**src/hw/rtl/csc_pkg.sv**
```systemverilog
// ----------------------------------------------------------------------------
// csc_pkg
// Shared codes, constants and the result type of the chunk index checker.
// ----------------------------------------------------------------------------
`default_nettype none

package csc_pkg;

	localparam logic [63:0] MAGIC_INDEX   = 64'h96824d9c7b129ff9;
	localparam logic [63:0] MAGIC_TABLE   = 64'he75b9e112f17417d;
	localparam logic [63:0] MAGIC_TAIL    = 64'h4b4f050e5549ecd1;
	localparam logic [63:0] FLAGS_ALLOWED = 64'hd000000000000000;
	localparam logic [63:0] HDR_BYTES     = 64'h30;

	localparam int unsigned TABLE_HDR_LEN   = 16;
	localparam int unsigned TABLE_ENTRY_LEN = 40;

	// Expected footer size is held narrow: 16 + (n + 1) * 40 fits in 38 bits.
	localparam int unsigned SIZE_W = 38;
	localparam logic [SIZE_W-1:0] SIZE_BASE = SIZE_W'(TABLE_HDR_LEN + TABLE_ENTRY_LEN);

	localparam logic [1:0] KIND_ENTRY  = 2'd0;
	localparam logic [1:0] KIND_HEADER = 2'd1;
	localparam logic [1:0] KIND_DONE   = 2'd2;
	localparam logic [1:0] KIND_ERROR  = 2'd3;

	localparam logic [3:0] ERR_NONE        = 4'd0;
	localparam logic [3:0] ERR_INDEX_MAGIC = 4'd1;
	localparam logic [3:0] ERR_HDR_SHORT   = 4'd2;
	localparam logic [3:0] ERR_FLAGS       = 4'd3;
	localparam logic [3:0] ERR_TABLE_MAGIC = 4'd4;
	localparam logic [3:0] ERR_ZERO_FILL   = 4'd5;
	localparam logic [3:0] ERR_OFFSET      = 4'd6;
	localparam logic [3:0] ERR_SIZE        = 4'd7;
	localparam logic [3:0] ERR_TAIL        = 4'd8;

	localparam logic [1:0] WARN_NONE  = 2'd0;
	localparam logic [1:0] WARN_SHORT = 2'd1;
	localparam logic [1:0] WARN_BIG   = 2'd2;

	typedef struct packed {
		logic [1:0]  kind;
		logic [3:0]  error_code;
		logic [63:0] chunk_start;
		logic [31:0] chunk_len;
		logic [63:0] id_word0;
		logic [63:0] id_word1;
		logic [63:0] id_word2;
		logic [63:0] id_word3;
		logic [1:0]  size_warning;
		logic [63:0] chunk_min;
		logic [63:0] chunk_avg;
		logic [63:0] chunk_max;
	} res_t;

	typedef struct packed {
		logic ready;
	} res_hs_t;

endpackage

`default_nettype wire

```
**src/hw/rtl/csc_parse.sv**
```systemverilog
// ----------------------------------------------------------------------------
// csc_parse
// Input register and the parsing state machine; produces at most one result
// per word, handed to the result register.
// ----------------------------------------------------------------------------
`default_nettype none

module csc_parse (
	input  wire logic            clk,
	input  wire logic            arst_n,
	input  wire logic            in_valid,
	output logic                 in_stall,
	input  wire logic [63:0]     file_word,
	input  wire logic            cfg_we,
	input  wire logic [31:0]     cfg_data,
	input  wire csc_pkg::res_hs_t hs_in,
	output logic                 res_load,
	output csc_pkg::res_t        res_d
);
	import csc_pkg::*;

	typedef enum logic [2:0] {
		PH_HEADER,
		PH_TABLE,
		PH_ENTRIES,
		PH_FOOTER,
		PH_IDLE
	} phase_t;

	logic              valid_s1;
	logic [63:0]       word_s1;
	phase_t            phase_q, phase_d;
	logic [2:0]        pos_q, pos_d;
	logic [31:0]       count_q;
	logic [SIZE_W-1:0] exp_size_q;
	logic [31:0]       seen_q, seen_d;
	logic [63:0]       prev_end_q, prev_end_d;
	logic [63:0]       entry_end_q, entry_end_d;
	logic [63:0]       id_hold_q [3];
	logic              id_we;
	logic [1:0]        id_idx;
	logic              hdr_short_q, hdr_short_d;
	logic [63:0]       min_q, min_d;
	logic [63:0]       avg_q, avg_d;
	logic [63:0]       max_q, max_d;
	logic              step;
	logic              accept;
	logic              emit;
	logic [63:0]       len;
	logic              last;
	logic [32:0]       seen_inc;

	assign in_stall = valid_s1 && !hs_in.ready;
	assign accept   = in_valid && !in_stall;
	assign step     = valid_s1 && hs_in.ready;
	assign res_load = step && emit;

	assign len      = entry_end_q - prev_end_q;
	assign seen_inc = {1'b0, seen_q} + 33'd1;
	assign last     = seen_inc >= {1'b0, count_q};
	assign id_idx   = pos_q[1:0] - 2'd1;

	always_comb begin
		phase_d     = phase_q;
		pos_d       = pos_q;
		seen_d      = seen_q;
		prev_end_d  = prev_end_q;
		entry_end_d = entry_end_q;
		hdr_short_d = hdr_short_q;
		min_d       = min_q;
		avg_d       = avg_q;
		max_d       = max_q;
		id_we       = 1'b0;
		emit        = 1'b0;
		res_d       = '0;
		unique case (phase_q)
			PH_HEADER: begin
				pos_d = pos_q + 3'd1;
				unique case (pos_q)
					3'd0: hdr_short_d = word_s1 < HDR_BYTES;
					3'd1: begin
						if (word_s1 != MAGIC_INDEX) begin
							emit             = 1'b1;
							res_d.error_code = ERR_INDEX_MAGIC;
						end else if (hdr_short_q) begin
							emit             = 1'b1;
							res_d.error_code = ERR_HDR_SHORT;
						end
					end
					3'd2: begin
						if ((word_s1 & ~FLAGS_ALLOWED) != 64'd0) begin
							emit             = 1'b1;
							res_d.error_code = ERR_FLAGS;
						end
					end
					3'd3: min_d = word_s1;
					3'd4: avg_d = word_s1;
					default: begin
						max_d           = word_s1;
						emit            = 1'b1;
						res_d.kind      = KIND_HEADER;
						res_d.chunk_min = min_q;
						res_d.chunk_avg = avg_q;
						res_d.chunk_max = word_s1;
						phase_d         = PH_TABLE;
						pos_d           = 3'd0;
					end
				endcase
			end
			PH_TABLE: begin
				if (pos_q == 3'd0) begin
					pos_d = 3'd1;
				end else if (word_s1 != MAGIC_TABLE) begin
					emit             = 1'b1;
					res_d.error_code = ERR_TABLE_MAGIC;
				end else begin
					phase_d = (count_q != 32'd0) ? PH_ENTRIES : PH_FOOTER;
					pos_d   = 3'd0;
				end
			end
			PH_ENTRIES: begin
				unique case (pos_q)
					3'd0: begin
						entry_end_d = word_s1;
						pos_d       = 3'd1;
					end
					3'd1, 3'd2, 3'd3: begin
						id_we = 1'b1;
						pos_d = pos_q + 3'd1;
					end
					default: begin
						pos_d  = 3'd0;
						seen_d = seen_inc[31:0];
						if (last) begin
							phase_d = PH_FOOTER;
						end
						if (len[63:32] == 32'd0) begin
							emit              = 1'b1;
							res_d.kind        = KIND_ENTRY;
							res_d.chunk_start = prev_end_q;
							res_d.chunk_len   = len[31:0];
							res_d.id_word0    = id_hold_q[0];
							res_d.id_word1    = id_hold_q[1];
							res_d.id_word2    = id_hold_q[2];
							res_d.id_word3    = word_s1;
							if ((len < min_q) && !last) begin
								res_d.size_warning = WARN_SHORT;
							end else if (len > max_q) begin
								res_d.size_warning = WARN_BIG;
							end
							prev_end_d = entry_end_q;
						end
					end
				endcase
			end
			PH_FOOTER: begin
				pos_d = pos_q + 3'd1;
				unique case (pos_q)
					3'd0, 3'd1: begin
						if (word_s1 != 64'd0) begin
							emit             = 1'b1;
							res_d.error_code = ERR_ZERO_FILL;
						end
					end
					3'd2: begin
						if (word_s1 != HDR_BYTES) begin
							emit             = 1'b1;
							res_d.error_code = ERR_OFFSET;
						end
					end
					3'd3: begin
						if (word_s1 != {{(64-SIZE_W){1'b0}}, exp_size_q}) begin
							emit             = 1'b1;
							res_d.error_code = ERR_SIZE;
						end
					end
					default: begin
						emit = 1'b1;
						if (word_s1 != MAGIC_TAIL) begin
							res_d.error_code = ERR_TAIL;
						end else begin
							res_d.kind = KIND_DONE;
							phase_d    = PH_IDLE;
							pos_d      = 3'd0;
						end
					end
				endcase
			end
			default: begin
				pos_d = pos_q;
			end
		endcase
		if (res_d.error_code != ERR_NONE) begin
			res_d.kind = KIND_ERROR;
			phase_d    = PH_IDLE;
			pos_d      = 3'd0;
		end
	end

	always_ff @(posedge clk or negedge arst_n) begin
		if (!arst_n) begin
			valid_s1     <= 1'b0;
			word_s1      <= '0;
			phase_q      <= PH_HEADER;
			pos_q        <= '0;
			count_q      <= '0;
			exp_size_q   <= SIZE_BASE;
			seen_q       <= '0;
			prev_end_q   <= '0;
			entry_end_q  <= '0;
			id_hold_q[0] <= '0;
			id_hold_q[1] <= '0;
			id_hold_q[2] <= '0;
			hdr_short_q  <= 1'b0;
			min_q        <= '0;
			avg_q        <= '0;
			max_q        <= '0;
		end else begin
			if (accept) begin
				valid_s1 <= 1'b1;
				word_s1  <= file_word;
			end else if (step) begin
				valid_s1 <= 1'b0;
			end
			if (cfg_we) begin
				count_q    <= cfg_data;
				exp_size_q <= SIZE_W'({cfg_data, 5'd0}) + SIZE_W'({cfg_data, 3'd0})
					+ SIZE_BASE;
				phase_q    <= PH_HEADER;
				pos_q      <= '0;
				seen_q     <= '0;
				prev_end_q <= '0;
			end else if (step) begin
				phase_q     <= phase_d;
				pos_q       <= pos_d;
				seen_q      <= seen_d;
				prev_end_q  <= prev_end_d;
				entry_end_q <= entry_end_d;
				hdr_short_q <= hdr_short_d;
				min_q       <= min_d;
				avg_q       <= avg_d;
				max_q       <= max_d;
				if (id_we) begin
					id_hold_q[id_idx] <= word_s1;
				end
			end
		end
	end

endmodule

`default_nettype wire

```
**config.mk**
```make
export PLATFORM = sky130hd
export DESIGN_NAME = csc_parse
export DESIGN_NICKNAME = d
export VERILOG_FILES = /design/src/hw/rtl/csc_pkg.sv /design/src/hw/rtl/csc_parse.sv
export SDC_FILE = /design/constraint.sdc
export NUM_CORES = 2
export LEC_CHECK = 0
export BUFFER_PORTS_ARGS = -buffer_cell sky130_fd_sc_hd__buf_2
export CAP_MARGIN = 40
export CORE_MARGIN = 2
export CORE_UTILIZATION = 58
export CTS_CLUSTER_SIZE = 10
export DETAILED_ROUTE_END_ITERATION = 6
export PLACE_DENSITY = 0.91
export SLEW_MARGIN = 20
export SYNTH_ARGS = -nofsm -noshare
export SYNTH_HDL_FRONTEND = slang
export SYNTH_SLANG_ARGS = --single-unit
```
**constraint.sdc**
```tcl
create_clock -name clk -period 6.5 [get_ports clk]
set_clock_uncertainty 0.1 [all_clocks]
set_input_delay 1.3 -clock clk [delete_from_list [all_inputs] [get_ports clk]]
set_output_delay 1.3 -clock clk [all_outputs]
set_load 0.02 [all_outputs]
```
==> results of run 1 <==
## timing repair
action                                 in CTS
endpoints found under the hold margin       0
pin swaps                                 178
cloned                                     60
setup endpoints to repair                 355
setup buffers                              62
gates resized for setup                   796
## routing by layer
metal	GRT overflow	GRT usage
met5	1	0.4703
met4	27	0.6398
met3	3	0.5980
met2	36	0.8513
met1	0	0.7099
## metrics by stage
stage / TNS [ns] / setup slack (ns)
after floorplan: 0 / 0.4495
after global placement: -1.610 / -0.3541
after detailed placement: -2.743 / -0.4509
after CTS: -41.35 / -0.3306
## cell usage after synthesis, types with 36 or more instances
master / number
a21oi_1: 166
ha_1: 294
nand3_1: 36
and2_1: 74
inv_1: 540
nor2_1: 126
nand2_1: 500
clkbuf_1: 232
nand2b_1: 140
xnor2_1: 84
nor4_1: 168
nor3_1: 283
nor3_2: 102
nand4_1: 93
mux2i_1: 68
buf_2: 37
a21o_1: 108
mux2_2: 221
o21ai_0: 449
xor2_1: 68
dfrtp_1: 680
## cell families after synthesis
group           Yosys count  synth area share
compound gates          933            0.1308
xor+xnor                152           0.03099
fa+ha+maj               296           0.08656
buf+inv                 836           0.07736
flops                   683            0.3979
mux                     289           0.07378
simple gates           1627            0.2026
==> metrics, run 1 <==
Mapped Area 42960 um2; Synth Instances 4816; deepest clock path buffer count 3; Placement Cell Area 47940 um2; # hold bufs at CTS 0; EDFF count, synth 0; grt ovf 67; Ports 655; main flop type after synthesis dfrtp_1; Post-synth ARST share 1.000; number of synthesized register bits 683; WEP type top-level output; post-synth top area share 0.3961; worst endpoint after global-route timing repair res_d[192]; Starting Density 0.5878; net count after synthesis 5213; I/O Buffers 654; cts bufs inserted 81; Last stage global routing (5_1_grt); run status stopped before the end; largest net degree at the start of global routing 158; placed cells 6329; First Err [ERROR GRT-0232] Routing congestion too high. Check the congestion heatmap in the GUI.; die width 276.2 um; cell taking the most area after synthesis dfrtp_1; Final GP Congestion 1.018; CTS root buf clkbuf_16; CTS Sinks 683; synth warn 0; sequential share of the synthesized area 0.3979; Cell Rows 99; H-tree Lvls 3; GRT Total Usage 0.7095; Post-Syn Area per Cell 8.920 um2; Synth area leaders dfrtp_1, ha_1, mux2_2; die extent in y 276.2 um; Yosys cell types 83; Final HPWL DP 117.1 mm
==> run 2, diff against run 1 <==
--- a/config.mk
+++ b/config.mk
@@ -8,10 +8,9 @@
 export BUFFER_PORTS_ARGS = -buffer_cell sky130_fd_sc_hd__buf_2
 export CAP_MARGIN = 40
 export CORE_MARGIN = 2
-export CORE_UTILIZATION = 58
-export CTS_CLUSTER_SIZE = 10
+export CORE_UTILIZATION = 40
 export DETAILED_ROUTE_END_ITERATION = 6
-export PLACE_DENSITY = 0.91
+export PLACE_DENSITY_LB_ADDON = 0.15
 export SLEW_MARGIN = 20
 export SYNTH_ARGS = -nofsm -noshare
 export SYNTH_HDL_FRONTEND = slang
==> run 2 against run 1 <==
Compared with the run above: the flow now finishes, with violations (negative setup slack); synthesized area did not move; synthesized cell count did not move.
==> metrics, run 2 <==
fmax 0.1461 GHz; share of cells above drive strength 1 0.3140; r2r worst-path depth 17; Synth Instances 4816; RR Startpoint prev_end_q[19]; Final Non-Filler Cells 7030; sequential share of the synthesized area 0.3979; Avg WL per Cell 24.86 um; r2r setup slk 1.52 ns; routed vias/inst 5.548; antenna viol nets, final 0; Final HPWL DP 129.9 mm; Final Hold Fails 0; Core ar. 106800 um2; GRT Total Usage 0.3084; VDD IR max 0.0002535 V; Mapped Area 42960 um2; Largest Register id_hold_q; Final GP Congestion 0.9626; I/O Buffers 654; Least-Margin Pin Slew 0.9703 ns; post-synth top area share 0.3961; Cell Rows 120; LEAKAGE 26.14 nW; Hold Crit Class register to register; synth-to-layout area growth 29.97%; main flop type after synthesis dfrtp_1; die extent in y 331.7 um; r2r endpoint prev_end_q[57]; Final Net Count 5959; die width 331.7 um; initial antenna violation count 13; WP data required 5.10 ns; most frequent cells in the layout dfrtp_1, inv_1, nand2_1; hold path startpoint id_hold_q[115]; Yosys cell types 83; run status finished, violations left; net count after synthesis 5213; Routed WL 174.8 mm; fin util 0.5230; total number of vias 39.01k; Crit Path Class register to output pin; CTS clk-pin slew, worst paths 0.06 ns; Final Max Slew Viols 0; deepest clock path buffer count 3; PD cells 450.3 nW/um2; fin worst setup slack -0.3443 ns; Largest register FFs 192; failing checks negative setup slack; setup violators final 354; RSZ-0062 raised after global routing yes; EDFF count, synth 0; worst path arrival time 5.44 ns; grt ovf 0; CTS tree done; H-tree Lvls 3; fin crit share 1.053; worst-path fanout max 6; synth warn 0; first drt pass iteration count 5; CP startpoint prev_end_q[19]; placed cells 6811; max-cap viol count 0; cts bufs inserted 81; # DRC 0; relative slew slack 0.3531; CTS root buf clkbuf_16; worst slack, placed -0.3312 ns; Critical Path End Type output pin; commonest non-fill, non-tap cell in the layout dfrtp_1; vias in the first global route 37.84k; Post-Syn Area per Cell 8.920 um2; Fillers 10.02k; Clock Latency Late Sink 0.67 ns; number of synthesized register bits 683; Ports 655; Starting Density 0.4024; top-count cell post-synth dfrtp_1; Commonest cells post-synth dfrtp_1, inv_1, nand2_1; Hold WS 0.3769 ns; largest net degree at the start of global routing 161; CP Capture Point res_d[507]; cell taking the most area after synthesis dfrtp_1; die area 110000 um2; Post-synth ARST share 1.000; Iteration-0 DRC Markers 2906; CTS Sinks 683; Synth area leaders dfrtp_1, ha_1, mux2_2; minimum clock period 6.844 ns; startpoint types register; first-pass GRT wire length 255.2 mm
[run 2: cell counts after synthesis]
Identical to the previous run, type by type.
[run 2: cells by family (layout without fill, tap and decap cells)]
logic type	after synthesis	after routing	synth area share
DFF	683	683	0.3979
xor gates and xnor gates	152	152	0.03099
other	0	3	0
adders and majority gates	296	296	0.08656
and+or+nand+nor	1627	1627	0.2026
AOI/OAI and AO/OA	933	933	0.1308
buffers and inverters	836	1644	0.07736
muxes	289	289	0.07378
[run 2: layout make-up]
| type | instances | area (um2) | share of cell area |
|---|---|---|---|
| clock inverter | 27 | 345.3 | 0.006185 |
| inverter | 540 | 2027 | 0.03630 |
| timing repair buffer | 959 | 7402 | 0.1326 |
| multi-input combinational | 3297 | 24860 | 0.4453 |
| tap | 1403 | 1755 | 0.03144 |
| antenna | 3 | 7.507 | 0.0001345 |
| clock buffer | 118 | 2337 | 0.04186 |
| sequential | 683 | 17100 | 0.3062 |
[run 2: stage by stage]
step | power [mW] | instance area [um2] | TNS, ns
finish | 25.14 | 55830 | -50.73
global route | 26.81 | 55830 | -103.74
CTS | 24.21 | 54350 | -80.98
detailed placement | 18.64 | 48910 | -3.456
global placement | 18.57 | 48780 | -3.526
floorplan | 13.80 | 42960 | 0
[run 2: worst min-delay path by stage]
| stage | to | cells after the start |
|---|---|---|
| 3_3_place_gp | id_hold_q[127] | 2 |
| 5_1_grt | id_hold_q[62] | 2 |
| 3_5_place_dp | min_q[55] | 2 |
| 2_1_floorplan | id_hold_q[0] | 2 |
| 6_report | id_hold_q[115] | 2 |
| 4_1_cts | id_hold_q[167] | 2 |
[run 2: timing repair]
action | 4_1_cts | 5_1_grt
resized for setup | 541 | 258
buffers inserted | 34 | 18
pin swaps | 75 | 91
hold buffers | 0 | 0
gates cloned | 11 | 4
endpoints found under the setup margin | 355 | 355
[run 2: power breakdown]
group          internal, mW  switching [mW]
combinational          6.13            8.82
clock                  2.74            1.94
sequential             4.90           0.609
total                  13.8            11.4
[run 2: worst max-delay path, stage by stage (launching register included)]
cell and delay [ns]:
dfrtp_1 0.37, inv_1 0.10, ha_2 0.40, nand4_1 0.18, buf_4 0.21, nor3_1 0.24, a32oi_2 0.12, a31o_2 0.34
a211oi_2 0.31, nor4_4 0.10, buf_4 0.17, a2111o_1 0.34, or4_4 0.43, nor4_4 0.18, nand3b_1 0.17, buf_6 0.17
buf_16 0.14, buf_12 0.15, buf_12 0.16, nor3_4 0.31, buf_6 0.17
[run 2: metal layers]
| metal | vias to the layer above | share of wire | global-route usage |
|---|---|---|---|
| met5 | - | 0 | 0 |
| met1 | 19200 | 0.44 | 0.4130 |
| met4 | 0 | 0.040 | 0.1141 |
| li1 | 18190 | - | - |
| met3 | 273 | 0.056 | 0.04274 |
| met2 | 1342 | 0.47 | 0.5077 |
Note: power is estimated with default switching activity, not from simulation.
